**src/design/itoa_pkg.sv**
```systemverilog
// ----------------------------------------------------------------------------
// itoa_pkg - shared types and constants for the integer to ASCII unit
// Beat structs, sequencer states, character codes and the digit mapping.
// ----------------------------------------------------------------------------
package itoa_pkg;

	// Fixed sizes
	localparam int unsigned DATA_W     = 32;
	localparam int unsigned RADIX_W    = 6;
	localparam int unsigned DIGIT_W    = 5;
	localparam int unsigned CHAR_W     = 7;
	localparam int unsigned MAX_DIGITS = 32;
	localparam int unsigned CNT_W      = $clog2(MAX_DIGITS + 1);

	// Divider: quotient bits resolved per cycle
	localparam int unsigned DIV_BITS  = 4;
	localparam int unsigned DIV_STEPS = DATA_W / DIV_BITS;
	localparam int unsigned DIV_CNT_W = $clog2(DIV_STEPS);

	// Radix limits
	localparam logic [RADIX_W-1:0] RADIX_MIN = 6'd2;
	localparam logic [RADIX_W-1:0] RADIX_MAX = 6'd32;
	localparam logic [RADIX_W-1:0] RADIX_DEC = 6'd10;

	// Character codes
	localparam logic [CHAR_W-1:0] CHAR_ZERO  = 7'h30;
	localparam logic [CHAR_W-1:0] CHAR_A     = 7'h41;
	localparam logic [CHAR_W-1:0] CHAR_MINUS = 7'h2D;
	localparam logic [CHAR_W-1:0] CHAR_NONE  = 7'h00;

	// Input beat
	typedef struct packed {
		logic signed [DATA_W-1:0]  number;
		logic        [RADIX_W-1:0] radix;
	} itoa_in_t;

	// Output beat
	typedef struct packed {
		logic [CHAR_W-1:0] out_char;
		logic              last_char;
		logic              bad_radix;
	} itoa_out_t;

	// Sequencer states
	typedef enum logic [2:0] {
		ST_IDLE,
		ST_DIVIDE,
		ST_SIGN,
		ST_DIGITS,
		ST_ERROR
	} itoa_state_t;

	// Digit value to ASCII: 0..9 -> '0'..'9', 10..31 -> 'A'..'V'
	function automatic logic [CHAR_W-1:0] digit_to_char(input logic [DIGIT_W-1:0] d);
		logic [CHAR_W-1:0] dx;
		dx = {{(CHAR_W-DIGIT_W){1'b0}}, d};
		if (d < 5'd10)
			return CHAR_ZERO + dx;
		else
			return CHAR_A + (dx - 7'd10);
	endfunction

endpackage

```
**src/design/itoa_div.sv**
```systemverilog
// ----------------------------------------------------------------------------
// itoa_div - iterative unsigned divider, 32-bit dividend by 6-bit divisor
// Restoring division, DIV_BITS quotient bits per cycle; pulses done when
// quotient and remainder are ready.
// ----------------------------------------------------------------------------
module itoa_div
	import itoa_pkg::*;
(
	input  logic                clk,
	input  logic                arst_n,
	input  logic                go,
	input  logic [DATA_W-1:0]   dividend,
	input  logic [RADIX_W-1:0]  divisor,
	output logic                done,
	output logic [DATA_W-1:0]   quotient,
	output logic [DIGIT_W-1:0]  remainder
);

	logic                 run_q;
	logic                 done_q;
	logic [DIV_CNT_W-1:0] cnt_q;
	logic [DATA_W-1:0]    quo_q;
	logic [RADIX_W-1:0]   rem_q;
	logic [RADIX_W-1:0]   dvs_q;
	logic [DATA_W-1:0]    quo_nxt;
	logic [RADIX_W-1:0]   rem_nxt;

	// Compare/subtract steps for one cycle
	always_comb begin
		logic [RADIX_W-1:0] r;
		logic [DATA_W-1:0]  q;
		r = rem_q;
		q = quo_q;
		for (int i = 0; i < DIV_BITS; i++) begin
			r = {r[RADIX_W-2:0], q[DATA_W-1]};
			q = {q[DATA_W-2:0], 1'b0};
			if (r >= dvs_q) begin
				r    = r - dvs_q;
				q[0] = 1'b1;
			end
		end
		rem_nxt = r;
		quo_nxt = q;
	end

	// Control
	always_ff @(posedge clk or negedge arst_n) begin
		if (!arst_n) begin
			run_q  <= 1'b0;
			done_q <= 1'b0;
			cnt_q  <= '0;
		end else begin
			done_q <= 1'b0;
			if (go) begin
				run_q <= 1'b1;
				cnt_q <= '0;
			end else if (run_q) begin
				cnt_q <= cnt_q + 1'b1;
				if (cnt_q == DIV_CNT_W'(DIV_STEPS - 1)) begin
					run_q  <= 1'b0;
					done_q <= 1'b1;
				end
			end
		end
	end

	// Datapath
	always_ff @(posedge clk) begin
		if (go) begin
			quo_q <= dividend;
			rem_q <= '0;
			dvs_q <= divisor;
		end else if (run_q) begin
			quo_q <= quo_nxt;
			rem_q <= rem_nxt;
		end
	end

	assign done      = done_q;
	assign quotient  = quo_q;
	assign remainder = rem_q[DIGIT_W-1:0];

endmodule

```
**src/design/itoa_stack.sv**
```systemverilog
// ----------------------------------------------------------------------------
// itoa_stack - digit LIFO
// Shift-register stack; entry 0 is the top. Digits are pushed least
// significant first and popped most significant first.
// ----------------------------------------------------------------------------
module itoa_stack
	import itoa_pkg::*;
(
	input  logic               clk,
	input  logic               push,
	input  logic               pop,
	input  logic [DIGIT_W-1:0] din,
	output logic [DIGIT_W-1:0] top
);

	logic [DIGIT_W-1:0] ent_q [MAX_DIGITS];

	// Shift down on push, up on pop
	always_ff @(posedge clk) begin
		if (push) begin
			ent_q[0] <= din;
			for (int i = 1; i < MAX_DIGITS; i++)
				ent_q[i] <= ent_q[i-1];
		end else if (pop) begin
			for (int i = 0; i < MAX_DIGITS - 1; i++)
				ent_q[i] <= ent_q[i+1];
		end
	end

	assign top = ent_q[0];

endmodule

```
**src/design/integer_to_ascii_radix_unit.sv**
```systemverilog
// ----------------------------------------------------------------------------
// integer_to_ascii_radix_unit - signed 32-bit integer to ASCII, radix 2..32
// Sequencing: the magnitude is divided by the radix repeatedly in the shared
//   divider, one digit per division, each remainder pushed on the digit stack;
//   then one character beat per cycle, a minus sign first for a negative
//   number in radix 10 only, then the digits most significant first.
// A new item is accepted only when idle; a bad radix gives one error beat.
// busy is high from acceptance until the last beat is registered; the
//   receiver cannot stall results.
// Reset (arst_n low) returns the sequencer to idle and drops any conversion
//   in flight; no beat of it follows.
// ----------------------------------------------------------------------------
module integer_to_ascii_radix_unit
	import itoa_pkg::*;
(
	input  logic      clk,
	input  logic      arst_n,
	input  logic      start,
	output logic      busy,
	input  itoa_in_t  operand,
	output logic      strobe,
	output itoa_out_t result
);

	itoa_state_t          state_q, state_nxt;
	logic                 neg_q;
	logic [RADIX_W-1:0]   radix_q;
	logic [CNT_W-1:0]     nd_q;
	logic                 strobe_q;
	itoa_out_t            result_q;

	logic                 accept;
	logic                 radix_ok;
	logic [DATA_W-1:0]    magnitude;
	logic                 more;

	logic                 div_go;
	logic [DATA_W-1:0]    div_dividend;
	logic [RADIX_W-1:0]   div_divisor;
	logic                 div_done;
	logic [DATA_W-1:0]    div_quo;
	logic [DIGIT_W-1:0]   div_rem;

	logic                 push, pop;
	logic [DIGIT_W-1:0]   stk_top;

	logic                 emit;
	itoa_out_t            emit_beat;

	assign busy     = (state_q != ST_IDLE);
	assign accept   = start && !busy;
	assign radix_ok = (operand.radix >= RADIX_MIN) && (operand.radix <= RADIX_MAX);
	assign magnitude = operand.number[DATA_W-1] ? (~operand.number + 1'b1)
	                                            : operand.number;
	assign more     = (div_quo != '0) && ((nd_q + 1'b1) < CNT_W'(MAX_DIGITS));

	// Next state
	always_comb begin
		state_nxt = state_q;
		case (state_q)
			ST_IDLE: begin
				if (accept)
					state_nxt = radix_ok ? ST_DIVIDE : ST_ERROR;
			end
			ST_DIVIDE: begin
				if (div_done && !more)
					state_nxt = (neg_q && radix_q == RADIX_DEC) ? ST_SIGN : ST_DIGITS;
			end
			ST_SIGN:   state_nxt = ST_DIGITS;
			ST_DIGITS: begin
				if (nd_q == CNT_W'(1))
					state_nxt = ST_IDLE;
			end
			ST_ERROR:  state_nxt = ST_IDLE;
			default:   state_nxt = ST_IDLE;
		endcase
	end

	// Outputs of the sequencer
	always_comb begin
		div_go       = 1'b0;
		div_dividend = div_quo;
		div_divisor  = radix_q;
		push         = 1'b0;
		pop          = 1'b0;
		emit         = 1'b0;
		emit_beat    = '{out_char: CHAR_NONE, last_char: 1'b0, bad_radix: 1'b0};
		case (state_q)
			ST_IDLE: begin
				div_dividend = magnitude;
				div_divisor  = operand.radix;
				div_go       = accept && radix_ok;
			end
			ST_DIVIDE: begin
				push   = div_done;
				div_go = div_done && more;
			end
			ST_SIGN: begin
				emit      = 1'b1;
				emit_beat = '{out_char: CHAR_MINUS, last_char: 1'b0, bad_radix: 1'b0};
			end
			ST_DIGITS: begin
				emit      = 1'b1;
				pop       = 1'b1;
				emit_beat = '{out_char: digit_to_char(stk_top),
				              last_char: (nd_q == CNT_W'(1)), bad_radix: 1'b0};
			end
			ST_ERROR: begin
				emit      = 1'b1;
				emit_beat = '{out_char: CHAR_NONE, last_char: 1'b1, bad_radix: 1'b1};
			end
			default: ;
		endcase
	end

	// Control registers
	always_ff @(posedge clk or negedge arst_n) begin
		if (!arst_n) begin
			state_q  <= ST_IDLE;
			strobe_q <= 1'b0;
			nd_q     <= '0;
		end else begin
			state_q  <= state_nxt;
			strobe_q <= emit;
			if (accept)
				nd_q <= '0;
			else if (push)
				nd_q <= nd_q + 1'b1;
			else if (pop)
				nd_q <= nd_q - 1'b1;
		end
	end

	// Item context and result beat
	always_ff @(posedge clk) begin
		if (accept) begin
			neg_q   <= operand.number[DATA_W-1];
			radix_q <= operand.radix;
		end
		if (emit)
			result_q <= emit_beat;
	end

	itoa_div u_div (
		.clk       (clk),
		.arst_n    (arst_n),
		.go        (div_go),
		.dividend  (div_dividend),
		.divisor   (div_divisor),
		.done      (div_done),
		.quotient  (div_quo),
		.remainder (div_rem)
	);

	itoa_stack u_stack (
		.clk  (clk),
		.push (push),
		.pop  (pop),
		.din  (div_rem),
		.top  (stk_top)
	);

	assign strobe = strobe_q;
	assign result = result_q;

endmodule

```
**config.mk**
```make
export PLATFORM = sky130hd
export DESIGN_NAME = integer_to_ascii_radix_unit
export DESIGN_NICKNAME = d
export VERILOG_FILES = /design/src/design/itoa_pkg.sv /design/src/design/itoa_div.sv /design/src/design/itoa_stack.sv /design/src/design/integer_to_ascii_radix_unit.sv
export SDC_FILE = /design/constraint.sdc
export NUM_CORES = 1
export LEC_CHECK = 0
export BUFFER_PORTS_ARGS = -buffer_cell sky130_fd_sc_hd__buf_2
export CAP_MARGIN = 20
export CORE_MARGIN = 4
export CORE_UTILIZATION = 50
export CTS_CLUSTER_DIAMETER = 120
export CTS_CLUSTER_SIZE = 30
export DETAILED_ROUTE_END_ITERATION = 10
export PLACE_DENSITY_LB_ADDON = 0.08
export SYNTH_ARGS = -nofsm -noshare
export SYNTH_HDL_FRONTEND = slang
export SYNTH_SLANG_ARGS = --single-unit
```
**constraint.sdc**
```tcl
create_clock -name clk -period 8.1 [get_ports clk]
set_input_delay 0.81 -clock clk [delete_from_list [all_inputs] [get_ports clk]]
set_output_delay 0.81 -clock clk [all_outputs]
set_load 0.1 [all_outputs]
```
==> key figures <==
Clock network
  – Total CTS buffers: 11
  – CTS clock-pin slew for the worst setup and hold paths: between 0.1 and 0.15 ns
  – Total setup buffers inserted after CTS: 0
  – Clk Latency, worst-skew pair: around 0.47 ns
  – Sink Count: roughly 230
  – Clock root cell: sky130_fd_sc_hd__clkbuf_16
  – Clock tree from TritonCTS: built
  – Clock Tree Buf Depth: 3
  – Post_cts resized: 0
  – CTS H-Tree Depth: 1
  – Number of hold-repair buffers added at the cts stage: 0

Worst setup path
  – Endpoint of the worst register-to-register path: u_div.rem_q[2]$_SDFFE_PP0P_
  – Worst Path Arrival: ~7.2 ns
  – Depth of the worst register-to-register path: 27
  – R2r setup slk: ~1.2 ns
  – Launch point of the worst reg-to-reg path: u_div.quotient[31]$_DFFE_PP_
  – Endpoint class of the critical path: flip-flop
  – Crit Path Max Fanout: 14
  – Kind of start point of the critical path: flip-flop
  – Setup CP Type: flip-flop to flip-flop
  – Data required time at the worst endpoint: roughly 8.5 ns

Power
  – Net load switching power: between 300 and 400 uW
  – Pwr/cell area: between 150 and 200 mW/mm^2
  – Leakage power figure: roughly 5 nW
  – Fraction of power consumed by combinational cells: 0.023
  – Cell-internal power: 1.57 mW
  – Proportion of power drawn by flip-flops and latches: 0.662
  – Switching Fraction: 0.197
  – Clk pwr share: 0.315
  – Max rail drop VDD: between 0.1 and 0.15 mV

Synthesis
  – Cell taking the most area after synthesis: sky130_fd_sc_hd__edfxtp_1
  – Most instantiated flip-flop cell in the synthesis netlist: sky130_fd_sc_hd__edfxtp_1
  – Count of state elements after synthesis: ~230
  – Synth Net Count: approximately 1300
  – Number of synthesized flops with an enable pin: around 210
  – Most repeated cell in the gate-level netlist after synthesis: sky130_fd_sc_hd__nand2_1
  – Top cells by instance count after synthesis: 494 x sky130_fd_sc_hd__nand2_1, 214 x sky130_fd_sc_hd__edfxtp_1, 59 x sky130_fd_sc_hd__nor2_1
  – Fraction of synthesized cell area taken by the top area cell type: 0.546
  – Count of different cell masters after synthesis: about 70
  – Netlist Area Pre-Place: 0.0118 mm^2
  – Post-synthesis async set-or-reset flop share: 0.0641
  – Warnings from Yosys: 0
  – Average cell area after synthesis: 9.99 um^2
  – Leading post-synthesis cells by cell area: sky130_fd_sc_hd__edfxtp_1 55%, sky130_fd_sc_hd__nand2_1 16%, sky130_fd_sc_hd__ha_1 3.5%
  – Number of instances in the synthesized netlist: 1179
  – Part of the Yosys area used for sequential elements: 0.586

Detailed routing
  – DR iter-0 viols: 724
  – Final wirelength: between 20000 and 25000 um
  – Remaining antenna violation count: 0
  – Via density per instance: between 5 and 6
  – DRC violations left: 0
  – Routed wirelength normalized by instance count: approximately 15 um
  – First-pass detailed-route iteration total: 5
  – Via count: around 8000

Die
  – Overall die width: 161 um
  – Ports: 52
  – Num rows: 55
  – Die height: roughly 160 um
  – Floorplan core area: approximately 0.023 mm^2
  – Initial Util: 0.514
  – Total die area: roughly 0.026 mm^2

STA
  – Setup Skew: 0.0141 ns
  – Total of endpoints with negative setup slack in the final report: 0
  – Least-Margin Pin Slew: ~0.93 ns
  – Slew Viols, Final: 0
  – Number of hold violations in the final report: 0
  – Final worst-path cycle share: 0.850
  – Total negative slack for setup checks: 0 ns
  – Hold WS: around 0.27 ns
  – Maximum achievable frequency: approximately 150 MHz
  – Final min period: a little under 7 ns
  – Slew margin rel.: 0.382
  – Setup repair after global routing missed its margin: false

Cells and area
  – Final nets: 1279
  – Non-filler instance count after layout: 1518
  – Growth of design area from synthesis to finish: 7.24%
  – Fraction of layout instances using a drive strength above 1: 0.0846
  – Number of inserted diodes: 0

Flow run
  – Max-cap viol count: 0

GRT
  – Maximum number of pins on one net before global-route repair: 95
  – Met3 demand-to-capacity share in global routing: 0.0245
  – Vias in the first global route: roughly 7600
  – Overflow left after global routing: 0
  – Most heavily used metal layer in global routing: met1
  – Global Route Usage Sum: 0.171
  – Global routing usage on met1: 0.272
  – Global-route wire length before repair: between 30000 and 40000 um
  – Antenna violations before repair: 1
  – GR Util met2: 0.255

Status
  – Run status: completed

Placement
  – IO Port Bufs: a little over 50
  – Final HPWL from detailed placement: 14700 um
  – Final RePlAce weighted congestion: around 0.86
  – Placed cell count: ~1500

Min path
  – Min-Delay Path Class: input port to async pin
-- cells in the final DEF, fill, tap and decap left out, types with 11 or more instances in the layout --
master / netlist / routed
sky130_fd_sc_hd__nand2_1: 494 / 493
sky130_fd_sc_hd__a21oi_1: 49 / 49
sky130_fd_sc_hd__ha_1: 33 / 33
sky130_fd_sc_hd__o21ai_0: 30 / 30
sky130_fd_sc_hd__xor2_1: 34 / 34
sky130_fd_sc_hd__edfxtp_1: 214 / 214
sky130_fd_sc_hd__nor4_1: 12 / 12
sky130_fd_sc_hd__clkbuf_16: 0 / 11
sky130_fd_sc_hd__nor2_1: 59 / 58
sky130_fd_sc_hd__buf_2: 6 / 51
sky130_fd_sc_hd__xnor2_1: 13 / 13
sky130_fd_sc_hd__dfrtp_1: 15 / 15
sky130_fd_sc_hd__inv_1: 31 / 31
-- sequential cells by signal (all words and copies together) (netlist names) --
register,cells
strobe,1
u_div.done,1
u_div.quotient,32
result,9
u_div.cnt_q,3
state_q,3
nd_q,6
neg_q,1
u_div.run_q,1
radix_q,6
u_div.dvs_q,6
u_div.rem_q,5
u_stack.ent_q,160
-- cells by family (layout without fill, tap and decap cells) --
| logic type | count (synthesis) | in the layout | share of synthesized area |
|---|---|---|---|
| AO/OA/AOI/OAI | 140 | 140 | 0.0767 |
| AND/OR/NAND/NOR | 622 | 622 | 0.218 |
| flip-flops | 234 | 234 | 0.586 |
| multiplexers | 16 | 16 | 0.0150 |
| XOR/XNOR | 47 | 47 | 0.0350 |
| adder cells (fa/ha/maj) | 37 | 37 | 0.0419 |
| buffers and inverters | 83 | 109 | 0.0271 |
-- power by group through the flow --
stage | Clock, mW | Sequential, mW | Combinational [mW]
2_1_floorplan | 0 | 1.32 | 0.0210
3_3_place_gp | 0 | 1.32 | 0.0444
3_5_place_dp | 0 | 1.32 | 0.0448
4_1_cts | 0.639 | 1.30 | 0.0450
5_1_grt | 0.690 | 1.30 | 0.0501
6_report | 0.618 | 1.30 | 0.0448
-- worst max-delay path: stages (launching register included) --
cell	delay (ns)
sky130_fd_sc_hd__edfxtp_1	0.47
sky130_fd_sc_hd__inv_1	0.11
sky130_fd_sc_hd__ha_1	0.14
sky130_fd_sc_hd__inv_1	0.06
sky130_fd_sc_hd__fa_1	0.41
sky130_fd_sc_hd__a21oi_1	0.19
sky130_fd_sc_hd__o22ai_1	0.15
sky130_fd_sc_hd__o21ai_0	0.21
sky130_fd_sc_hd__a21boi_0	0.28
sky130_fd_sc_hd__inv_1	0.09
sky130_fd_sc_hd__fa_1	0.42
sky130_fd_sc_hd__nand2b_1	0.16
sky130_fd_sc_hd__a21oi_1	0.24
sky130_fd_sc_hd__o22ai_2	0.23
sky130_fd_sc_hd__o311ai_0	0.21
sky130_fd_sc_hd__o21ai_0	0.24
sky130_fd_sc_hd__ha_1	0.37
sky130_fd_sc_hd__nor2b_1	0.16
sky130_fd_sc_hd__o31ai_1	0.30
sky130_fd_sc_hd__a31oi_1	0.14
sky130_fd_sc_hd__buf_4	0.20
sky130_fd_sc_hd__mux2i_1	0.18
sky130_fd_sc_hd__fa_1	0.46
sky130_fd_sc_hd__a21o_1	0.20
sky130_fd_sc_hd__a21oi_1	0.26
sky130_fd_sc_hd__a31oi_1	0.32
sky130_fd_sc_hd__o311ai_0	0.45
sky130_fd_sc_hd__o31ai_1	0.10
-- how the worst max path moves through the flow --
stage,from,to,slack [ns],cells past startpoint
after floorplan,u_div.quotient[31]$_DFFE_PP_,u_div.rem_q[3]$_SDFFE_PP0P_,1.98,28
after global placement,u_div.quotient[31]$_DFFE_PP_,u_div.rem_q[3]$_SDFFE_PP0P_,1.48,27
after detailed placement,u_div.quotient[31]$_DFFE_PP_,u_div.rem_q[2]$_SDFFE_PP0P_,1.29,27
after CTS,u_div.quotient[31]$_DFFE_PP_,u_div.rem_q[2]$_SDFFE_PP0P_,1.25,27
after global routing,u_div.quotient[31]$_DFFE_PP_,u_div.rem_q[3]$_SDFFE_PP0P_,0.63,27
final,u_div.quotient[31]$_DFFE_PP_,u_div.rem_q[2]$_SDFFE_PP0P_,1.21,27
-- through the flow --
stage,util,power [mW],setup WS [ns],instance area (um^2)
6_report,0.551,1.96,1.21,12600
5_1_grt,0.551,2.04,0.634,12600
4_1_cts,0.551,1.98,1.25,12600
3_5_place_dp,0.538,1.37,1.29,12300
3_3_place_gp,0.538,1.37,1.48,12300
2_1_floorplan,-,1.35,1.98,11800
-- per-layer routing --
layer  routed length, um  part of all wire
met5                  13           0.00058
met4                 301             0.013
met3                1040             0.046
met2                9790              0.44
met1               11300              0.50
-- layout make-up --
type | instances | area (um^2)
Fill cell | 2079 | 10300
Inverter | 32 | 120
Tap cell | 313 | 392
Timing Repair Buffer | 60 | 323
Clock buffer | 16 | 294
Sequential cell | 234 | 6900
Clock inverter | 1 | 8.76
Multi-Input combinational cell | 862 | 4590
Power figures use the tool's default switching activity.
